==> src/hw/rtl/cfq_pkg.sv <==
// shared types, codes and constants for the circular fifo queue
`default_nettype none
package cfq_pkg;

   // sizes
   localparam int DEPTH_DEF = 128;
   localparam int WORD_W    = 32;
   localparam int REQ_W     = 3;
   localparam int STATUS_W  = 2;

   // request codes
   localparam logic [REQ_W-1:0] REQ_INSERT      = 3'd0;
   localparam logic [REQ_W-1:0] REQ_PEEK        = 3'd1;
   localparam logic [REQ_W-1:0] REQ_REMOVE      = 3'd2;
   localparam logic [REQ_W-1:0] REQ_PEEK_REMOVE = 3'd3;
   localparam logic [REQ_W-1:0] REQ_CLEAR       = 3'd4;

   // status codes
   localparam logic [STATUS_W-1:0] ST_OK       = 2'd0;
   localparam logic [STATUS_W-1:0] ST_OVERFLOW = 2'd1;
   localparam logic [STATUS_W-1:0] ST_EMPTY    = 2'd2;

   // control broadcast to every storage cell
   typedef struct packed {
      logic shift;   // drop the head word, every cell takes its upper neighbor
      logic insert;  // the cell at the fill position loads the new word
   } cell_ctrl_type;

endpackage
`default_nettype wire

==> src/hw/rtl/cfq_cell.sv <==
// one storage cell of the queue chain
`default_nettype none
module cfq_cell #(
   parameter int CNT_W = 8,
   parameter int IDX   = 0
) (
   input  wire                             clock,
   input  wire  cfq_pkg::cell_ctrl_type    ctrl,
   input  wire  [CNT_W-1:0]                fill,
   input  wire  signed [cfq_pkg::WORD_W-1:0] ins_word,
   input  wire  signed [cfq_pkg::WORD_W-1:0] next_word,
   output logic signed [cfq_pkg::WORD_W-1:0] word
);

   logic signed [cfq_pkg::WORD_W-1:0] word_ff;
   logic signed [cfq_pkg::WORD_W-1:0] word_in;

   // shift toward the head, or load the incoming word at the fill position
   always_comb begin
      word_in = word_ff;
      if (ctrl.shift) begin
         word_in = next_word;
      end else if (ctrl.insert && (fill == CNT_W'(IDX))) begin
         word_in = ins_word;
      end
   end

   always_ff @(posedge clock) begin
      word_ff <= word_in;
   end

   assign word = word_ff;

endmodule
`default_nettype wire

==> config.mk <==
export PLATFORM = sky130hd
export DESIGN_NAME = cfq_cell
export DESIGN_NICKNAME = d
export VERILOG_FILES = /design/src/hw/rtl/cfq_pkg.sv /design/src/hw/rtl/cfq_cell.sv
export SDC_FILE = /design/constraint.sdc
export NUM_CORES = 1
export LEC_CHECK = 0
export BUFFER_PORTS_ARGS = -buffer_cell sky130_fd_sc_hd__clkbuf_2
export CORE_ASPECT_RATIO = 2
export CORE_MARGIN = 2
export CORE_UTILIZATION = 30
export CTS_CLUSTER_SIZE = 8
export DETAILED_ROUTE_END_ITERATION = 8
export SLEW_MARGIN = 10
export SYNTH_ARGS = -nofsm -noshare
export SYNTH_HDL_FRONTEND = slang
export SYNTH_SLANG_ARGS = --single-unit
==> constraint.sdc <==
create_clock -name clock -period 4.15 [get_ports clock]
set_clock_uncertainty 0.1 [all_clocks]
set_input_delay 0.6225 -clock clock [delete_from_list [all_inputs] [get_ports clock]]
set_output_delay 0.6225 -clock clock [all_outputs]
set_load 0.01 [all_outputs]
==> results of run 1 <==
-- kinds of logic (layout without fill, tap and decap cells) --
| logic type | Yosys count | count (layout) | share of synthesized area (%) |
|---|---|---|---|
| multiplexers | 32 | 32 | 30.74 |
| flip-flops | 32 | 32 | 62.95 |
| buffers and inverters | 5 | 114 | 4.918 |
| AND/OR/NAND/NOR | 2 | 2 | 0.7377 |
| AO/OA/AOI/OAI | 1 | 1 | 0.6558 |
-- path summary, 6_finish.rpt --
| kind | slack [ns] | from | end | depth (start not counted) |
|---|---|---|---|---|
| hold / removal | 0.55 | ins_word[3] | word[3] | 2 |
| setup / recovery | 2.20 | ctrl[1] | word[29] | 3 |
-- synth_stat cells --
cell / count / share of area (%)
a41o_1: 1 / 0.66
buf_12: 3 / 3.9
buf_6: 1 / 0.74
edfxtp_1: 32 / 63
inv_1: 1 / 0.25
mux2_2: 3 / 2.2
mux2_4: 29 / 29
nor3_1: 1 / 0.33
nor4_1: 1 / 0.41
-- worst max-delay path: cells and delay by family --
kind	cells	cell delay (ns)
mux	1	0.37
buf+inv	2	0.88
-- through the flow --
step / std cells / hold slack (ns) / setup WS [ns]
2_1_floorplan: 72 / 0.7400 / 1.926
3_3_place_gp: 233 / 0.8233 / 1.903
3_5_place_dp: 233 / 0.8263 / 1.873
4_1_cts: 238 / 0.5365 / 2.173
5_1_grt: 238 / 0.5410 / 2.104
6_report: 238 / 0.5477 / 2.198
-- metal layers --
metal / vias up / part of all wire [%] / track usage, %
met5: - / 0 / 0
met4: 0 / 2.3 / 5.893
met3: 7 / 7.6 / 3.571
met2: 59 / 58 / 20.83
met1: 471 / 32 / 10.12
li1: 499 / - / -
-- layout make-up --
class	count	area share, %
multi-input combinational	35	22.91
tap	57	3.331
inverter	1	0.1753
timing repair buffer	108	25.48
clock buffer	5	3.214
sequential	32	44.89
-- report_power, final --
part           leakage, nW  internal, W  switching, W
Combinational        0.713    0.0000796     0.0000561
Sequential           0.313     0.000391    0.00000767
Clock               0.0359     0.000108     0.0000941
-- placed cells by master (no fill, tap or decap) --
master,synthesis,layout
a41o_1,1,1
buf_4,0,2
clkbuf_2,0,106
clkbuf_8,0,5
edfxtp_1,32,32
inv_1,1,1
mux2_2,3,3
mux2_4,29,29
nor3_1,1,1
nor4_1,1,1
==> flow_metrics.tcl, run 1 <==
set metrics [dict create \
    maxSlewViolCount 0 \
    grt_max_degree 33 \
    crit_chain "clkbuf_2 > buf_4 > mux2_2" \
    io_buffers 106 \
    synth.distinct_cells 9 \
    status "complete, no violations" \
    nets 258 \
    hpwlAfterDp_mm 2.571 \
    drt_first_pass_iters 3 \
    grt_pass1_wl_mm 4.574 \
    die_area_um2 5710 \
    n_fill_cell 469 \
    numCtsBuffers 5 \
    cp_data_required_time_ns 4.07 \
    startpoint_type "input pin" \
    num_rows 36 \
    vias 1036 \
    cts_tree "done" \
    cts.sinks 32 \
    cts_setup_buffers 0 \
    total_power_w 0.0007366 \
    hold_viol 0 \
    cts_max_path_buffers 2 \
    cp_max_fo 19 \
    globalplace.congestion 0.6907 \
    max_stage_delay_ns 0.49 \
    maxSlewHeadroom_pct 58.25 \
    n_antenna_cell 0 \
    cts.clk_slew.worst_paths_ns 0.06 \
    fmaxAchievable_ghz 0.5122 \
    avgSynthCellArea_um2 21.20 \
    root_buffer "clkbuf_8" \
    power_density_nw_per_um2 344.1 \
    cp.arrival_ns 1.88 \
    drive_gt1_share_pct 80.11 \
    syn2layout_area_growth_pct 40.25 \
    setup_viol 0 \
    drc 0 \
    antenna_found_initial 0 \
    via_per_inst 4.353 \
    cts-htree-levels 2 \
    ios 107 \
    fin_crit_ns 1.952 \
    start_util_pct 31.09 \
    gr-total-overflow 0 \
    hold_buffers 0 \
    seq_area_um2 960.9 \
    finalCritPeriodShare_pct 47.04 \
    largest_register_ffs 32 \
    ys_seq_area_share_pct 62.95 \
    setup_tns_ns 0 \
    min_path_type "in -> reg" \
    drv_cap 0 \
    p_leak_nw 1.063 \
    rsz0062_at_grt "false" \
    finish.instance_area_um2 2141 \
    synth_warnings 0 \
    grt_use_total_pct 11.40 \
    die_w_um 54.44 \
    syn_nets 147 \
    drt-initial-drc-count 20 \
    crit_type "in -> reg" \
    die_h_um 104.9 \
    ys_ff_latch 32 \
    multiInputGateArea_um2 490.5 \
    end_kind "register" \
    synth_area_um2 1526 \
    cts-resized-gates 0 \
    wl_per_cell_um 13.36 \
    core_area_um2 4910 \
    fin_util_pct 43.60 \
    slowest_stage "clkbuf_2" \
    netlist_instances 72 \
    wl_mm 3.180 \
    ant_nets 0 \
    grt_pass1_vias 1035 \
    place_area_um2 2072 \
    max_slew.worst_pin.slew_ns 0.6263 \
    vdd_drop_max_v 0.0002082 \
]
No activity file was read; power rests on OpenSTA's default activity.
==> run 2, diff against run 1 <==
--- a/config.mk
+++ b/config.mk
@@ -5,6 +5,7 @@
 export SDC_FILE = /design/constraint.sdc
 export NUM_CORES = 1
 export LEC_CHECK = 0
+export ABC_AREA = 1
 export BUFFER_PORTS_ARGS = -buffer_cell sky130_fd_sc_hd__clkbuf_2
 export CORE_ASPECT_RATIO = 2
 export CORE_MARGIN = 2
==> constraint.sdc (replaced) <==
create_clock -name clock -period 1.74 [get_ports clock]
set_clock_uncertainty 0.1 [all_clocks]
set_input_delay 0.261 -clock clock [delete_from_list [all_inputs] [get_ports clock]]
set_output_delay 0.261 -clock clock [all_outputs]
set_load 0.01 [all_outputs]
==> flow_metrics.tcl, run 2 <==
set metrics [dict create \
    status "complete, no violations" \
    p_int_w 0.001349 \
    worstHoldPathCells 3 \
    maxSlewViolCount 0 \
    synthArstFlopShare_pct 0 \
    synth_edf_count 32 \
    syn2layout_area_growth_pct 41.29 \
    maxSlewHeadroom_pct 80.02 \
    synth_simple_gate_area_share_pct 28.06 \
    sw_frac_of_total_pct 23.41 \
    setup_tns_ns 0 \
    drt-initial-drc-count 20 \
    synth_xor_area_share_pct 0 \
    yosysMostFrequentCell "nand2_1" \
    ys_ff_latch 32 \
    end_kind "primary output" \
    netlist_top_cells_count "nand2_1, edfxtp_1, nand2_2" \
    synth_area_leaders "edfxtp_1, nand2_1, nand2_2, clkbuf_8, buf_6" \
    synth_area_um2 1494 \
    finish.instance_area_um2 2111 \
    ys_seq_area_share_pct 64.32 \
    grt_use_total_pct 13.05 \
    nets 330 \
    min_to "word[29]" \
    critPathTopFamily "flip-flops" \
    grt_max_degree 34 \
    min_path_type "in -> reg" \
    die_area_um2 5595 \
    grt_pass1_vias 1256 \
    cts_setup_buffers 0 \
    n_fill_cell 512 \
    max_stage_delay_ns 0.39 \
    synth_top_cell_area_share_pct 64.32 \
    numCtsBuffers 5 \
    netlist_instances 147 \
    crit_chain "clkbuf_2" \
    antenna_found_initial 0 \
    io_buffers 106 \
    ant_nets 0 \
    cp.arrival_ns 0.80 \
    cp.depth 1 \
    wl_per_cell_um 11.04 \
    synthMuxAreaShare_pct 0 \
    fin_crit_ns 1.162 \
    drc 0 \
    cts_tree "done" \
    synth_fa_ha_area_share_pct 0 \
    drv_cap 0 \
    die_h_um 103.8 \
    p_leak_nw 1.124 \
    crit_buf_inv 1 \
    die_w_um 53.90 \
    grt_pass1_wl_mm 5.195 \
    cts-resized-gates 0 \
    cts-htree-levels 2 \
    syn_nets 222 \
    power_frac_comb_pct 17.1 \
    n_antenna_cell 0 \
    synth_top_family_by_area "simple AND/OR/NAND/NOR gates" \
    hpwlAfterDp_mm 2.720 \
    max_slew.worst_pin.slew_ns 0.2997 \
    cts.clk_slew.worst_paths_ns 0.06 \
    power_density_nw_per_um2 834.7 \
    globalplace.congestion 0.7540 \
    via_per_inst 4.208 \
    synth_ff_type "edfxtp_1" \
    startpoint_type "register" \
    finalCritPeriodShare_pct 66.76 \
    drive_gt1_share_pct 48.44 \
    slowest_stage "edfxtp_1" \
    cts_max_path_buffers 2 \
    power_frac_seq_pct 53.9 \
    place_area_um2 2031 \
    synth_warnings 0 \
    core_area_um2 4820 \
    drt_first_pass_iters 4 \
    vdd_drop_max_v 0.0004358 \
    largest_register_ffs 32 \
    setup_viol 0 \
    synth.distinct_cells 10 \
    cts.sinks 32 \
    synth_top_cell_by_area "edfxtp_1" \
    start_util_pct 31.00 \
    hp-start "ins_word[29]" \
    avgSynthCellArea_um2 10.16 \
    cp_max_fo 1 \
    fmaxAchievable_ghz 0.8609 \
    root_buffer "clkbuf_8" \
    p_clk_share_pct 29.0 \
    hold_buffers 0 \
    crit_type "reg -> out" \
    layout_common_cells "clkbuf_2, nand2_1, edfxtp_1" \
    wl_mm 3.454 \
    cp_data_required_time_ns 1.38 \
    gr-total-overflow 0 \
    synth_compound_area_share_pct 0 \
    num_rows 36 \
    rsz0062_at_grt "false" \
    ios 107 \
    vias 1317 \
    hold_viol 0 \
    final_common_cell "clkbuf_2" \
    p_switching_w 0.0004124 \
]
## run 2: changes by cell type after synthesis, sizes merged
cell | previous run | this run
nor3 | 1 | 0
nor2 | 0 | 4
and2 | 0 | 1
mux2 | 32 | 0
inv | 1 | 3
a41o | 1 | 0
nand2 | 0 | 100
clkbuf | 0 | 3
nor4 | 1 | 0
## run 2: cell type report
class                   instances  area, µm²  share of cell area, %
flip-flops and latches         32      960.9                  45.52
repair buffers                108      558.0                  26.44
multi-input cells             105      421.7                  19.98
clock buffers                   7      76.32                  3.616
well taps                      57      71.32                  3.379
inverters                       3      18.77                 0.8892
clock inverters                 1      3.754                 0.1778
## run 2: per-stage QoR
step                hold slack, ns  total power (W)  worst slack (ns)  instances  utilization [%]
global placement            0.4303         0.001272            0.4076        305            42.13
floorplan                   0.3338         0.001115            0.2990        147                -
CTS                         0.1447         0.001798            0.5364        313            43.80
detailed placement          0.4317         0.001277            0.3949        305            42.13
finish                      0.1554         0.001762            0.5784        313            43.80
global route                0.1513         0.001863            0.5388        313            43.80
## run 2: logic make-up (layout without fill, tap and decap cells)
logic type | after synthesis | in the layout
buf+inv | 10 | 119
flops | 32 | 32
simple gates | 105 | 105
## run 2: worst max path at each step
stage,startpoint,end,slack (ns)
floorplan,ctrl[1],word[0],0.30
global placement,fill[7],word[9],0.41
detailed placement,fill[7],word[5],0.39
CTS,word[17],word[17],0.54
global route,word[17],word[17],0.54
finish,word[17],word[17],0.58
## run 2: routing by layer
layer  vias to the layer above  GRT usage (%)  wire length (µm)
met4                         0          7.875               116
met3                         9          3.314               214
met5                         -              0                 0
met1                       572          10.71              1028
met2                        57          24.56              2095
li1                        679              -                 -
## run 2: power groups by stage
stage          Combinational [W]  Clock (W)  Sequential, W
3_5_place_dp            0.000309          0       0.000967
4_1_cts                 0.000311   0.000537       0.000951
3_3_place_gp            0.000306          0       0.000966
2_1_floorplan           0.000107          0        0.00101
6_report                0.000302   0.000510       0.000950
5_1_grt                 0.000336   0.000571       0.000957
